--- src/rtl/lng_pkg.sv ---
// Shared types, constants and direction tables of the lattice neighbour generator.
`timescale 1ns / 1ps

package lng_pkg;

  localparam int COORD_W   = 11;
  localparam int DEPTH_W   = 5;
  localparam int DIR_W     = 3;
  localparam int REG_IDX_W = 2;
  localparam int ADDR_W    = 4;
  localparam int DATA_W    = 32;
  localparam int PROD_W    = 2 * COORD_W + DEPTH_W;

  localparam logic KIND_SQUARE = 1'b0;
  localparam logic KIND_TRI    = 1'b1;

  localparam logic [REG_IDX_W-1:0] REG_KIND   = 2'd0;
  localparam logic [REG_IDX_W-1:0] REG_WIDTH  = 2'd1;
  localparam logic [REG_IDX_W-1:0] REG_HEIGHT = 2'd2;
  localparam logic [REG_IDX_W-1:0] REG_DEPTH  = 2'd3;

  localparam logic [DIR_W-1:0] NDIR_SQUARE = 3'd4;
  localparam logic [DIR_W-1:0] NDIR_TRI    = 3'd6;

  localparam logic signed [1:0] STEP_POS  = 2'sb01;
  localparam logic signed [1:0] STEP_ZERO = 2'sb00;
  localparam logic signed [1:0] STEP_NEG  = 2'sb11;

  typedef struct packed {
    logic               kind;
    logic [COORD_W-1:0] width;
    logic [COORD_W-1:0] height;
    logic [DEPTH_W-1:0] depth;
  } lng_cfg_t;

  typedef struct packed {
    logic [COORD_W-1:0] col;
    logic               parity;
    logic               in_grid;
  } lng_pos_t;

  function automatic logic signed [1:0] dir_dx(input logic kind, input logic [DIR_W-1:0] dir);
    logic signed [1:0] d;
    d = STEP_ZERO;
    if (kind == KIND_TRI) begin
      case (dir)
        3'd0:    d = STEP_POS;
        3'd1:    d = STEP_ZERO;
        3'd2:    d = STEP_NEG;
        3'd3:    d = STEP_NEG;
        3'd4:    d = STEP_ZERO;
        3'd5:    d = STEP_POS;
        default: d = STEP_ZERO;
      endcase
    end else begin
      case (dir)
        3'd0:    d = STEP_POS;
        3'd1:    d = STEP_ZERO;
        3'd2:    d = STEP_NEG;
        3'd3:    d = STEP_ZERO;
        default: d = STEP_ZERO;
      endcase
    end
    return d;
  endfunction

  function automatic logic signed [1:0] dir_dy(input logic kind, input logic [DIR_W-1:0] dir);
    logic signed [1:0] d;
    d = STEP_ZERO;
    if (kind == KIND_TRI) begin
      case (dir)
        3'd0:    d = STEP_ZERO;
        3'd1:    d = STEP_NEG;
        3'd2:    d = STEP_NEG;
        3'd3:    d = STEP_ZERO;
        3'd4:    d = STEP_POS;
        3'd5:    d = STEP_POS;
        default: d = STEP_ZERO;
      endcase
    end else begin
      case (dir)
        3'd0:    d = STEP_ZERO;
        3'd1:    d = STEP_NEG;
        3'd2:    d = STEP_ZERO;
        3'd3:    d = STEP_POS;
        default: d = STEP_ZERO;
      endcase
    end
    return d;
  endfunction

endpackage

--- src/rtl/lng_front.sv ---
// Front end: grid range check and pipelined column/row-parity divider, four bits per stage.
`timescale 1ns / 1ps

module lng_front #(
  parameter int INDEX_BITS = 24
) (
  input  logic                         clk,
  input  logic                         rst_n,
  input  logic                         accept,
  input  logic [INDEX_BITS-1:0]        site_index,
  input  logic [lng_pkg::COORD_W-1:0]  grid_width,
  input  logic [INDEX_BITS:0]          grid_size,
  output logic                         push_valid,
  output logic [INDEX_BITS-1:0]        push_index,
  output lng_pkg::lng_pos_t            push_pos
);
  import lng_pkg::*;

  localparam int NS = (INDEX_BITS + 3) / 4;
  localparam int PW = NS * 4;

  logic                  v_r   [NS];
  logic [INDEX_BITS-1:0] p_r   [NS];
  logic [COORD_W-1:0]    rem_r [NS];
  logic                  q_r   [NS];
  logic                  ig_r  [NS];

  function automatic logic [COORD_W:0] div_step4(input logic [COORD_W-1:0] rem,
                                                  input logic [3:0] bits,
                                                  input logic [COORD_W-1:0] w);
    logic [COORD_W:0]   t;
    logic [COORD_W-1:0] r;
    logic               q;
    r = rem;
    q = 1'b0;
    for (int i = 3; i >= 0; i--) begin
      t = {r, bits[i]};
      if (t >= {1'b0, w}) begin
        t = t - {1'b0, w};
        q = 1'b1;
      end else begin
        q = 1'b0;
      end
      r = t[COORD_W-1:0];
    end
    return {r, q};
  endfunction

  for (genvar s = 0; s < NS; s++) begin : g_stage
    logic                  src_v;
    logic [INDEX_BITS-1:0] src_p;
    logic [COORD_W-1:0]    src_rem;
    logic                  src_ig;
    logic [PW-1:0]         pp;
    logic [COORD_W:0]      step;

    if (s == 0) begin : g_first
      assign src_v   = accept;
      assign src_p   = site_index;
      assign src_rem = '0;
      assign src_ig  = {1'b0, site_index} < grid_size;
    end else begin : g_next
      assign src_v   = v_r[s-1];
      assign src_p   = p_r[s-1];
      assign src_rem = rem_r[s-1];
      assign src_ig  = ig_r[s-1];
    end

    assign pp   = PW'(src_p);
    assign step = div_step4(src_rem, pp[PW-1-4*s -: 4], grid_width);

    always_ff @(posedge clk) begin
      if (!rst_n) begin
        v_r[s] <= 1'b0;
      end else begin
        v_r[s] <= src_v;
      end
    end

    always_ff @(posedge clk) begin
      p_r[s]   <= src_p;
      rem_r[s] <= step[COORD_W:1];
      q_r[s]   <= step[0];
      ig_r[s]  <= src_ig;
    end
  end

  assign push_valid       = v_r[NS-1];
  assign push_index       = p_r[NS-1];
  assign push_pos.col     = rem_r[NS-1];
  assign push_pos.parity  = q_r[NS-1];
  assign push_pos.in_grid = ig_r[NS-1];

endmodule

--- src/rtl/lng_queue.sv ---
// Short queue of classified sites between the front end and the result sequencer.
`timescale 1ns / 1ps

module lng_queue #(
  parameter int INDEX_BITS = 24,
  parameter int DEPTH      = 4
) (
  input  logic                  clk,
  input  logic                  rst_n,
  input  logic                  push,
  input  logic [INDEX_BITS-1:0] push_index,
  input  lng_pkg::lng_pos_t     push_pos,
  input  logic                  pop,
  output logic [INDEX_BITS-1:0] head_index,
  output lng_pkg::lng_pos_t     head_pos,
  output logic                  empty
);
  import lng_pkg::*;

  localparam int AW = $clog2(DEPTH);
  localparam int CW = $clog2(DEPTH + 1);

  logic [INDEX_BITS-1:0] idx_q [DEPTH];
  lng_pos_t              pos_q [DEPTH];
  logic [AW-1:0]         wr_ptr_r, rd_ptr_r;
  logic [CW-1:0]         count_r;
  logic                  head_v_r;
  logic [INDEX_BITS-1:0] head_index_r;
  lng_pos_t              head_pos_r;
  logic                  load;

  assign load = (!head_v_r || pop) && (count_r != '0);

  always_ff @(posedge clk) begin
    if (!rst_n) begin
      wr_ptr_r <= '0;
      rd_ptr_r <= '0;
      count_r  <= '0;
      head_v_r <= 1'b0;
    end else begin
      if (push) begin
        wr_ptr_r <= (wr_ptr_r == AW'(DEPTH - 1)) ? '0 : wr_ptr_r + 1'b1;
      end
      if (load) begin
        rd_ptr_r <= (rd_ptr_r == AW'(DEPTH - 1)) ? '0 : rd_ptr_r + 1'b1;
      end
      if (push && !load) begin
        count_r <= count_r + 1'b1;
      end else if (load && !push) begin
        count_r <= count_r - 1'b1;
      end
      if (!head_v_r || pop) begin
        head_v_r <= (count_r != '0);
      end
    end
  end

  always_ff @(posedge clk) begin
    if (push) begin
      idx_q[wr_ptr_r] <= push_index;
      pos_q[wr_ptr_r] <= push_pos;
    end
    if (load) begin
      head_index_r <= idx_q[rd_ptr_r];
      head_pos_r   <= pos_q[rd_ptr_r];
    end
  end

  assign head_index = head_index_r;
  assign head_pos   = head_pos_r;
  assign empty      = !head_v_r;

endmodule

--- src/rtl/lng_back.sv ---
// Result sequencer: walks the direction list one step a cycle and emits neighbour words.
`timescale 1ns / 1ps

module lng_back #(
  parameter int INDEX_BITS = 24
) (
  input  logic                         clk,
  input  logic                         rst_n,
  input  lng_pkg::lng_cfg_t            cfg,
  input  logic [INDEX_BITS:0]          grid_size,
  input  logic                         q_empty,
  input  logic [INDEX_BITS-1:0]        head_index,
  input  lng_pkg::lng_pos_t            head_pos,
  output logic                         q_pop,
  output logic                         out_strobe,
  output logic [INDEX_BITS-1:0]        out_neighbour_index,
  output logic [lng_pkg::DIR_W-1:0]    out_direction,
  output logic                         out_valid_res,
  output logic                         out_last
);
  import lng_pkg::*;

  localparam int NBW = ((INDEX_BITS > COORD_W) ? INDEX_BITS : COORD_W) + 3;

  logic                  active_r;
  logic [INDEX_BITS-1:0] p_r;
  lng_pos_t              pos_r;
  logic [DIR_W-1:0]      dir_r;
  logic                  found_r;
  logic                  hold_v_r, hold_last_r, hold_vres_r;
  logic [INDEX_BITS-1:0] hold_idx_r;
  logic [DIR_W-1:0]      hold_dir_r;
  logic                  out_strobe_r, out_vres_r, out_last_r;
  logic [INDEX_BITS-1:0] out_idx_r;
  logic [DIR_W-1:0]      out_dir_r;

  logic [DIR_W-1:0]       dir_last;
  logic                   end_now;
  logic signed [1:0]      dx0, dy;
  logic signed [2:0]      dx;
  logic signed [COORD_W+1:0] nc;
  logic [NBW-1:0]         w_ext, vert, nb;
  logic                   ok_c, ok_n, cur_valid, found_any, cur_put, emit, emit_last;

  always_comb begin
    dir_last = (cfg.kind == KIND_TRI) ? NDIR_TRI - 3'd1 : NDIR_SQUARE - 3'd1;
    end_now  = active_r && (!pos_r.in_grid || dir_r == dir_last);

    dx0 = dir_dx(cfg.kind, dir_r);
    dy  = dir_dy(cfg.kind, dir_r);
    dx  = {dx0[1], dx0};
    if (cfg.kind == KIND_TRI && dy < 0) begin
      dx = dx + $signed({2'b00, !pos_r.parity});
    end else if (cfg.kind == KIND_TRI && dy > 0) begin
      dx = dx - $signed({2'b00, pos_r.parity});
    end

    nc   = $signed({2'b00, pos_r.col}) + {{(COORD_W - 1){dx[2]}}, dx};
    ok_c = !nc[COORD_W+1] && (nc[COORD_W:0] < {1'b0, cfg.width});

    w_ext = NBW'(cfg.width);
    if (dy < 0) begin
      vert = -w_ext;
    end else if (dy > 0) begin
      vert = w_ext;
    end else begin
      vert = '0;
    end
    nb   = NBW'(p_r) + vert + {{(NBW - 3){dx[2]}}, dx};
    ok_n = !nb[NBW-1] && (nb < NBW'(grid_size));

    cur_valid = active_r && pos_r.in_grid && ok_c && ok_n;
    found_any = found_r || cur_valid;
    cur_put   = cur_valid || (end_now && !found_any);
    emit      = hold_v_r && (hold_last_r || cur_put || end_now);
    emit_last = hold_last_r || (end_now && !cur_put);
    q_pop     = (!active_r || end_now) && !q_empty;
  end

  always_ff @(posedge clk) begin
    if (!rst_n) begin
      active_r     <= 1'b0;
      hold_v_r     <= 1'b0;
      hold_last_r  <= 1'b0;
      out_strobe_r <= 1'b0;
    end else begin
      if (!active_r || end_now) begin
        active_r <= !q_empty;
      end
      if (cur_put) begin
        hold_v_r    <= 1'b1;
        hold_last_r <= end_now;
      end else if (emit) begin
        hold_v_r    <= 1'b0;
        hold_last_r <= 1'b0;
      end
      out_strobe_r <= emit;
    end
  end

  always_ff @(posedge clk) begin
    if (q_pop) begin
      p_r     <= head_index;
      pos_r   <= head_pos;
      dir_r   <= '0;
      found_r <= 1'b0;
    end else if (active_r) begin
      dir_r   <= dir_r + 1'b1;
      found_r <= found_any;
    end
    if (cur_put) begin
      hold_idx_r  <= cur_valid ? nb[INDEX_BITS-1:0] : '0;
      hold_dir_r  <= cur_valid ? dir_r : '0;
      hold_vres_r <= cur_valid;
    end
    if (emit) begin
      out_idx_r  <= hold_idx_r;
      out_dir_r  <= hold_dir_r;
      out_vres_r <= hold_vres_r;
      out_last_r <= emit_last;
    end
  end

  assign out_strobe          = out_strobe_r;
  assign out_neighbour_index = out_idx_r;
  assign out_direction       = out_dir_r;
  assign out_valid_res       = out_vres_r;
  assign out_last            = out_last_r;

endmodule

--- src/rtl/lattice_neighbour_generator.sv ---
// Top level: register file, grid size product, credit control and the front/queue/back chain.
`timescale 1ns / 1ps

// A site word is taken when start is high and busy is low, and can follow in the next
// cycle while earlier sites are still in the divider or the queue. Each site yields its
// neighbour words at most one per cycle, each on the out_ ports for one cycle under
// out_strobe; the receiver cannot stall them. Sustained rate is set by the result sequencer
// that walks the direction list: four directions per site on a square grid, six on a
// triangular grid, and only the first step for a site outside the grid. From accept, a
// site passes the ceil(INDEX_BITS/4) divider stages, the queue and its head register, the
// sequencer's site registers, a one-word hold stage and the out_ registers; a found
// neighbour waits in the hold stage until the next one or the end of the list marks it.
// busy rises while the queue and the divider together hold ceil(INDEX_BITS/4)+2 sites, and
// after any register write while the grid size product settles through wh_r and whd_r.
module lattice_neighbour_generator #(
  parameter int INDEX_BITS = 24
) (
  input  logic                        clk,
  input  logic                        rst_n,
  input  logic                        start,
  output logic                        busy,
  input  logic [INDEX_BITS-1:0]       in_site_index,
  output logic                        out_strobe,
  output logic [INDEX_BITS-1:0]       out_neighbour_index,
  output logic [lng_pkg::DIR_W-1:0]   out_direction,
  output logic                        out_valid_res,
  output logic                        out_last,
  input  logic                        psel,
  input  logic                        penable,
  input  logic                        pwrite,
  input  logic [lng_pkg::ADDR_W-1:0]  paddr,
  input  logic [lng_pkg::DATA_W-1:0]  pwdata,
  output logic [lng_pkg::DATA_W-1:0]  prdata,
  output logic                        pready
);
  import lng_pkg::*;

  localparam int NS  = (INDEX_BITS + 3) / 4;
  localparam int QD  = NS + 2;
  localparam int QCW = $clog2(QD + 1);
  localparam int MW  = (INDEX_BITS + 1 > PROD_W) ? INDEX_BITS + 1 : PROD_W;

  logic                    kind_r;
  logic [COORD_W-1:0]      width_r, height_r;
  logic [DEPTH_W-1:0]      depth_r;
  logic [2*COORD_W-1:0]    wh_r;
  logic [PROD_W-1:0]       whd_r;
  logic [1:0]              settle_r;
  logic [QCW-1:0]          inflight_r, inflight_nxt;

  lng_cfg_t                cfg;
  logic [MW-1:0]           whd_ext, size_limit;
  logic [INDEX_BITS:0]     grid_size;
  logic                    wr_en, accept;
  logic                    push_valid, q_pop, q_empty;
  logic [INDEX_BITS-1:0]   push_index, head_index;
  lng_pos_t                push_pos, head_pos;

  assign pready = 1'b1;
  assign wr_en  = psel && penable && pwrite && pready;

  always_ff @(posedge clk) begin
    if (!rst_n) begin
      kind_r   <= KIND_SQUARE;
      width_r  <= COORD_W'(1);
      height_r <= COORD_W'(1);
      depth_r  <= DEPTH_W'(1);
      wh_r     <= (2*COORD_W)'(1);
      whd_r    <= PROD_W'(1);
      settle_r <= 2'd0;
    end else begin
      if (wr_en) begin
        case (paddr[ADDR_W-1:2])
          REG_KIND:   kind_r   <= pwdata[0];
          REG_WIDTH:  width_r  <= pwdata[COORD_W-1:0];
          REG_HEIGHT: height_r <= pwdata[COORD_W-1:0];
          REG_DEPTH:  depth_r  <= pwdata[DEPTH_W-1:0];
          default:    ;
        endcase
      end
      wh_r  <= width_r * height_r;
      whd_r <= wh_r * depth_r;
      if (wr_en) begin
        settle_r <= 2'd2;
      end else if (settle_r != 2'd0) begin
        settle_r <= settle_r - 2'd1;
      end
    end
  end

  always_comb begin
    case (paddr[ADDR_W-1:2])
      REG_KIND:   prdata = DATA_W'(kind_r);
      REG_WIDTH:  prdata = DATA_W'(width_r);
      REG_HEIGHT: prdata = DATA_W'(height_r);
      REG_DEPTH:  prdata = DATA_W'(depth_r);
      default:    prdata = '0;
    endcase
  end

  assign cfg.kind   = kind_r;
  assign cfg.width  = width_r;
  assign cfg.height = height_r;
  assign cfg.depth  = depth_r;

  assign whd_ext    = MW'(whd_r);
  assign size_limit = MW'(1) << INDEX_BITS;
  assign grid_size  = (whd_ext > size_limit) ? size_limit[INDEX_BITS:0] : whd_ext[INDEX_BITS:0];

  assign busy   = (settle_r != 2'd0) || (inflight_r == QCW'(QD));
  assign accept = start && !busy;

  always_comb begin
    inflight_nxt = inflight_r;
    if (accept && !q_pop) begin
      inflight_nxt = inflight_r + 1'b1;
    end else if (q_pop && !accept) begin
      inflight_nxt = inflight_r - 1'b1;
    end
  end

  always_ff @(posedge clk) begin
    if (!rst_n) begin
      inflight_r <= '0;
    end else begin
      inflight_r <= inflight_nxt;
    end
  end

  lng_front #(
    .INDEX_BITS(INDEX_BITS)
  ) u_front (
    .clk        (clk),
    .rst_n      (rst_n),
    .accept     (accept),
    .site_index (in_site_index),
    .grid_width (width_r),
    .grid_size  (grid_size),
    .push_valid (push_valid),
    .push_index (push_index),
    .push_pos   (push_pos)
  );

  lng_queue #(
    .INDEX_BITS(INDEX_BITS),
    .DEPTH     (QD)
  ) u_queue (
    .clk        (clk),
    .rst_n      (rst_n),
    .push       (push_valid),
    .push_index (push_index),
    .push_pos   (push_pos),
    .pop        (q_pop),
    .head_index (head_index),
    .head_pos   (head_pos),
    .empty      (q_empty)
  );

  lng_back #(
    .INDEX_BITS(INDEX_BITS)
  ) u_back (
    .clk                 (clk),
    .rst_n               (rst_n),
    .cfg                 (cfg),
    .grid_size           (grid_size),
    .q_empty             (q_empty),
    .head_index          (head_index),
    .head_pos            (head_pos),
    .q_pop               (q_pop),
    .out_strobe          (out_strobe),
    .out_neighbour_index (out_neighbour_index),
    .out_direction       (out_direction),
    .out_valid_res       (out_valid_res),
    .out_last            (out_last)
  );

endmodule
--- config.mk ---
export PLATFORM = sky130hd
export DESIGN_NAME = lattice_neighbour_generator
export DESIGN_NICKNAME = d
export VERILOG_FILES = /design/src/rtl/lng_pkg.sv /design/src/rtl/lng_front.sv /design/src/rtl/lng_queue.sv /design/src/rtl/lng_back.sv /design/src/rtl/lattice_neighbour_generator.sv
export SDC_FILE = /design/constraint.sdc
export NUM_CORES = 2
export LEC_CHECK = 0
export CAP_MARGIN = 20
export CORE_ASPECT_RATIO = 1.5
export CORE_MARGIN = 4
export CORE_UTILIZATION = 30
export DETAILED_ROUTE_END_ITERATION = 12
export DONT_BUFFER_PORTS = 1
export SYNTH_ARGS = -nofsm -noshare
export SYNTH_HDL_FRONTEND = slang
export SYNTH_SLANG_ARGS = --single-unit
--- constraint.sdc ---
create_clock -name clk -period 12.1 [get_ports clk]
set_input_delay 1.21 -clock clk [delete_from_list [all_inputs] [get_ports clk]]
set_output_delay 1.21 -clock clk [all_outputs]
set_load 0.005 [all_outputs]
# --- After elaboration in Yosys (flattened, before gate mapping) ---
# Memories as Yosys holds them, arrays and structs flattened. A register that Yosys moved wholly into a read port is not among the register bits.
# Cells that the tools add are included.
# Widths: inputs -> output; s select.
op_classes:
  n_addsub: 38
  n_mul: 2
  magnitude_cmp: 30
  n_eq_ne: 12
  n_mux: 64
  bitwise: 7
  n_reduce_logical: 59
op_table:
  columns: ["cell", "count"]
  rows:
  - ["$ge 12x11->1", 23]
  - ["$mux 11", 25]
  - ["$sub 11x11->11", 23]
  - ["$pmux 32 s4", 1]
  - ["$add 24x27->27", 1]
  - ["$add 27x27->27", 1]
  - ["$gt 27x25->1 const B", 1]
  - ["$lt 27x25->1", 1]
  - ["$mul 22x5->27", 1]
  - ["$mux 27", 1]
  - ["$neg 11->27", 1]
  - ["$lt 24x25->1", 1]
  - ["$mux 25", 1]
  - ["$mul 11x11->22", 1]
  - ["$logic_and 1x1->1", 20]
  - ["$mux 1", 19]
  - ["$mux 4", 4]
  - ["$pmux 2 s2", 4]
  - ["$mux 3", 5]
  - ["$add 12x3->13", 1]
  - ["$logic_not 1->1", 13]
  - ["$eq 3x3->1 const B", 4]
  - ["$lt 12x11->1", 1]
  - ["$ge 1x11->1", 1]
  - ["other kinds (25)", 58]
word_totals:
  register_bits: 196
  ram_bits: 524
  inputBits: 66
  output_inout_bits: 64
  memories: 7
mem_list:
  columns: ["name", "depth", "width", "read_ports", "rd_clocked_by_memory_dff", "wr", "line_no", "rtl"]
  rows:
  - ["u_queue.idx_q", 8, 24, 1, 1, 1, "lng_queue.sv:23", "logic [INDEX_BITS-1:0] idx_q [DEPTH];"]
  - ["u_front.p_r", 6, 24, 6, 0, 6, "lng_front.sv:23", "logic [INDEX_BITS-1:0] p_r [NS];"]
  - ["u_queue.pos_q", 8, 13, 1, 1, 1, "lng_queue.sv:24", "lng_pos_t pos_q [DEPTH];"]
  - ["u_front.rem_r", 6, 11, 6, 0, 6, "lng_front.sv:24", "logic [COORD_W-1:0] rem_r [NS];"]
  - ["u_front.ig_r", 6, 1, 6, 0, 6, "lng_front.sv:26", "logic ig_r [NS];"]
  - ["u_front.q_r", 6, 1, 1, 0, 6, "lng_front.sv:25", "logic q_r [NS];"]
  - ["+1 memories", null, null, null, null, null, null, null]

# --- Depth between registers and ports, before layout ---
logic_depth:
  word_depth: 22
  mapped_depth: 46
  ltp_nobuf: 42

# --- By module ---
# Synthesis repeated with hierarchy kept, for this count alone.
hier_totals:
  cells_unflattened: 4831
  hier_area_um2: 50791.2
modules_own_cells:
  columns: ["mod", "instances", "cells_per_inst", "area_each_um2", "seq_area_each_um2"]
  rows:
  - ["lng_front", 1, 2282, 19616.3, 4464.3]
  - ["lng_queue", 1, 538, 13073.8, 10219.8]
  - ["lattice_neighbour_generator", 1, 1269, 10649.0, 1661.6]
  - ["lng_back", 1, 742, 7452.1, 2982.9]

# --- Least setup slack after synthesis ---
# No wires, ideal clock.
synth_path:
  kind: "reg2reg"
  start: "reg width_r[1]"
  end: "mem u_front.rem_r[4][4]"
  arrival_time_ns: 10.565
  required_time_ns: 11.978
  slack_ns: 1.413
  path_stages_with_launch: 43
  cell_sequence: "dfxtp_1 -> inv_1 -> fa_1 -> a211oi_2 -> o21ai_1 -> a41o_1 -> a21oi_2 -> clkbuf_1 -> mux2i_1 -> inv_1 -> ha_1 -> nor2b_1 -> o211ai_1 -> a31oi_1 -> o221ai_1 -> a21oi_1 -> a21oi_4 -> buf_1 -> [7 not listed] -> o21ai_1 -> a21oi_1 -> a211oi_1 -> nand2_1 -> clkbuf_1 -> a21oi_1 -> fa_1 -> a21o_1 -> a21oi_1 -> o21ai_1 -> a21oi_1 -> o21a_1 -> o21ai_0 -> a21o_1 -> or4b_1 -> a21boi_1 -> buf_6 -> a221o_1"
synth_rtl:
  columns: ["item", "line_no", "rtl"]
  rows:
  - ["from (decl)", "lattice_neighbour_generator.sv:44", "logic [COORD_W-1:0] width_r, height_r;"]
  - ["from (signal assigned)", "lattice_neighbour_generator.sv:75", "REG_WIDTH: width_r <= pwdata[COORD_W-1:0];"]
  - ["to (decl)", "lng_front.sv:24", null]

==> reports/results.tsv <==
stage	metric	value	unit
critical_path	reg2reg setup slack	1100	ps
synthesis	Synth area leaders	edfxtp_1 26%, dfxtp_1 13%, ha_1 12%	
clock_tree	cts hold-fix bufs	0	
routing	met1 wire length	52070	µm
cells_and_area	number of fillers in the final layout	16220	
floorplanning	Die X	337.7	µm
critical_path	R2R cell count	37	
synthesis	list of most frequent post-synthesis cells	481 x ha_1, 427 x edfxtp_1, 403 x nand2_1	
floorplanning	row count	181	
clock_tree	H-Tree Depth	3	
critical_path	CP Class	flip-flop to flip-flop	
synthesis	most frequently used flop master after synthesis	edfxtp_1	
routing	met2 wire len	65650	µm
synthesis	ys async rst share	0	%
synthesis	dominant cell type by area after synthesis	edfxtp_1	
critical_path	Buf/Inv on CP	2	
clock_tree	Clock Latency Late Sink	660	ps
critical_path	worst setup path endpoint	u_front.rem_r[5][4]$_DFF_P_	
sta	Peak Freq	0.09093	GHz
cells_and_area	layout cells sized above 1	9.404	%
cells_and_area	Nets	5367	
synthesis	Synth Area per Inst	10.52	µm²
routing	Post-Route WL	131500	µm
synthesis	Netlist cell types	102	
critical_path	Critical Path Stages	37	
clock_tree	CTS resizes	0	
synthesis	post-synth top area share	26.22	%
synthesis	cell with the most instances after synthesis	ha_1	
global_route	largest net degree at the start of global routing	59	
critical_path	required time of the critical path	12600	ps
critical_path	worst r2r src	width_r[0]$_SDFFE_PN1P_	
floorplanning	starting density of the core	30.16	%
clock_tree	TritonCTS clock tree	done	
clock_tree	CTS sink count	752	
synthesis	synthesized area	0.04890	mm²
clock_tree	Max Buffers Root-to-Sink	3	
critical_path	worst reg2reg endpoint	u_front.rem_r[5][4]$_DFF_P_	
global_route	first-pass GRT wire length	201100	µm
global_route	number of global-route vias before repair	35380	
routing	via count	34860	
job	max cap viols	0	
routing	Final ANT Viol Nets	0	
clock_tree	Post-CTS Setup Repair Bufs	0	
critical_path	crit path from	width_r[0]$_SDFFE_PN1P_	
global_route	initial antenna violation count	21	
sta	Post-Route Setup TNS	0	ps
sta	Max-slew headroom	21.07	%
critical_path	Crit path max-delay family	compound AO/OA/AOI/OAI gates	
sta	RSZ-0062 raised after global routing	false	
critical_path	CP Capture Type	flip-flop	
synthesis	yosys warns	0	
floorplanning	total core area	0.1622	mm²
routing	routed len/inst	19.22	µm
run_status	status	completed	
routing	met3 wire length	8104	µm
sta	Final Setup Violations	0	
sta	Fin. Hold Viols	0	
synthesis	Seq/Total Area, Yosys	39.52	%
routing	drt pass-1 iters	5	
synthesis	Post-synth EDFFs	427	
routing	DR top layer	met5	
floorplanning	I/O Pins	130	
floorplanning	die footprint	0.1697	mm²
global_route	GRT overflow	0	
floorplanning	DIE HEIGHT	502.5	µm
clock_tree	CTS Root Buffer Type	clkbuf_16	
critical_path	CP max FO	14	
synthesis	Post-Syn Instances	4647	
cells_and_area	synthesis-to-finish area growth	10.63	%
sta	fin crit period	11000	ps
sta	Final Cycle Share	90.89	%
sta	Slew Viols, Final	0	
place	IO buf count	0	
global_route	GR Util All Layers	15.28	%
clock_tree	CTS clk-pin slew, worst paths	70	ps
routing	DR iter-0 viols	2050	
clock_tree	TritonCTS buffer count	72	
critical_path	Crit path largest cell delay	870	ps
critical_path	CP Launch Type	flip-flop	
critical_path	worst endpoint data arrival time	11500	ps
routing	DRC errors left	0	
routing	DR vias/cell	5.097	
place	hpwl dp	97210	µm
place	routability cong.	0.9044	
sta	Worst-Margin Slew	1175	ps
synthesis	#FFs+latches synth	752	
min_path	Hold WC Path Type	flip-flop to flip-flop	
sta	Worst Clk Skew	28.87	ps
critical_path	Max stage delay cell, worst path	a2111oi_4	
==> stage by stage <==
stage / utilization, % / cells / worst slack, ps / hold slack (ps) / cell area (µm²)
floorplan: - / 4667 / 1413 / 309.6 / 48980
global placement: 31.77 / 6681 / 1234 / 309.5 / 51510
detailed placement: 31.77 / 6681 / 1206 / 312.1 / 51510
CTS: 33.33 / 6815 / 1163 / 324.2 / 54040
global route: 33.36 / 6836 / 524.3 / 326.5 / 54100
finish: 33.37 / 6839 / 1103 / 319.7 / 54100
==> placed cells by master (no fill, tap or decap), drive strengths merged, types with 37 or more instances in the layout <==
| cell type | n |
|---|---|
| a21o | 85 |
| a21oi | 253 |
| and2 | 138 |
| buf | 65 |
| clkbuf | 95 |
| dfxtp | 325 |
| edfxtp | 427 |
| fa | 169 |
| ha | 481 |
| inv | 360 |
| mux2 | 103 |
| mux2i | 59 |
| mux4 | 75 |
| nand2 | 404 |
| nand2b | 37 |
| nand3 | 72 |
| nand4 | 47 |
| nor2 | 325 |
| nor2b | 84 |
| nor3 | 91 |
| o21a | 44 |
| o21ai | 196 |
| xnor2 | 152 |
| xor2 | 80 |
==> flip-flops by register name, indices dropped and copies added (netlist names), 11 cells and up <==
signal and count:
u_queue.head_index 24, u_queue.idx_q 192, u_queue.head_pos 13, u_front.rem_r 66, u_back.pos_r 13, u_back.p_r 24
u_front.p_r 144, whd_ext 27, wh_r 22, u_back.out_neighbour_index 24, width_r 11, u_back.hold_idx_r 24
u_queue.pos_q 104, height_r 11
==> layer usage <==
metal	up-vias	global-route usage (%)
met4	2	7.264
met2	750	27.39
met3	276	3.294
met1	17140	17.15
li1	16700	-
met5	-	0
==> layout make-up <==
class                   count  area [µm²]  area share [%]
multi-input cells        3407       27710           51.22
flip-flops and latches    752       19340           35.75
well taps                2104        2633           4.866
clock buffers              95        1972           3.645
inverters                 353        1325           2.449
clock inverters            39       564.3           1.043
repair buffers             65       500.5          0.9250
diodes                     24       60.06          0.1110
==> worst min-delay path by stage <==
| stage | cells past startpoint | from | to |
|---|---|---|---|
| 6_report | 0 | u_front.p_r[1][22]$_DFF_P_ | u_front.p_r[2][22]$_DFF_P_ |
| 5_1_grt | 0 | u_front.p_r[1][22]$_DFF_P_ | u_front.p_r[2][22]$_DFF_P_ |
| 4_1_cts | 0 | u_front.p_r[1][19]$_DFF_P_ | u_front.p_r[2][19]$_DFF_P_ |
| 3_5_place_dp | 0 | u_front.ig_r[0]$_DFF_P_ | u_front.ig_r[1]$_DFF_P_ |
| 3_3_place_gp | 0 | u_front.p_r[3][8]$_DFF_P_ | u_front.p_r[4][8]$_DFF_P_ |
| 2_1_floorplan | 0 | u_front.ig_r[0]$_DFF_P_ | u_front.ig_r[1]$_DFF_P_ |
==> cell families after synthesis <==
group,count (synthesis),share of synthesized area [%]
AO/OA/AOI/OAI,906,12.38
XOR/XNOR,232,4.155
adder cells (fa/ha/maj),650,19.22
buffers and inverters,508,4.152
flip-flops,752,39.52
multiplexers,237,7.041
other,2,0.01536
AND/OR/NAND/NOR,1360,13.51
Power is not shown: default switching activity piles up to over one toggle a cycle in this logic, so the estimate is an artifact.
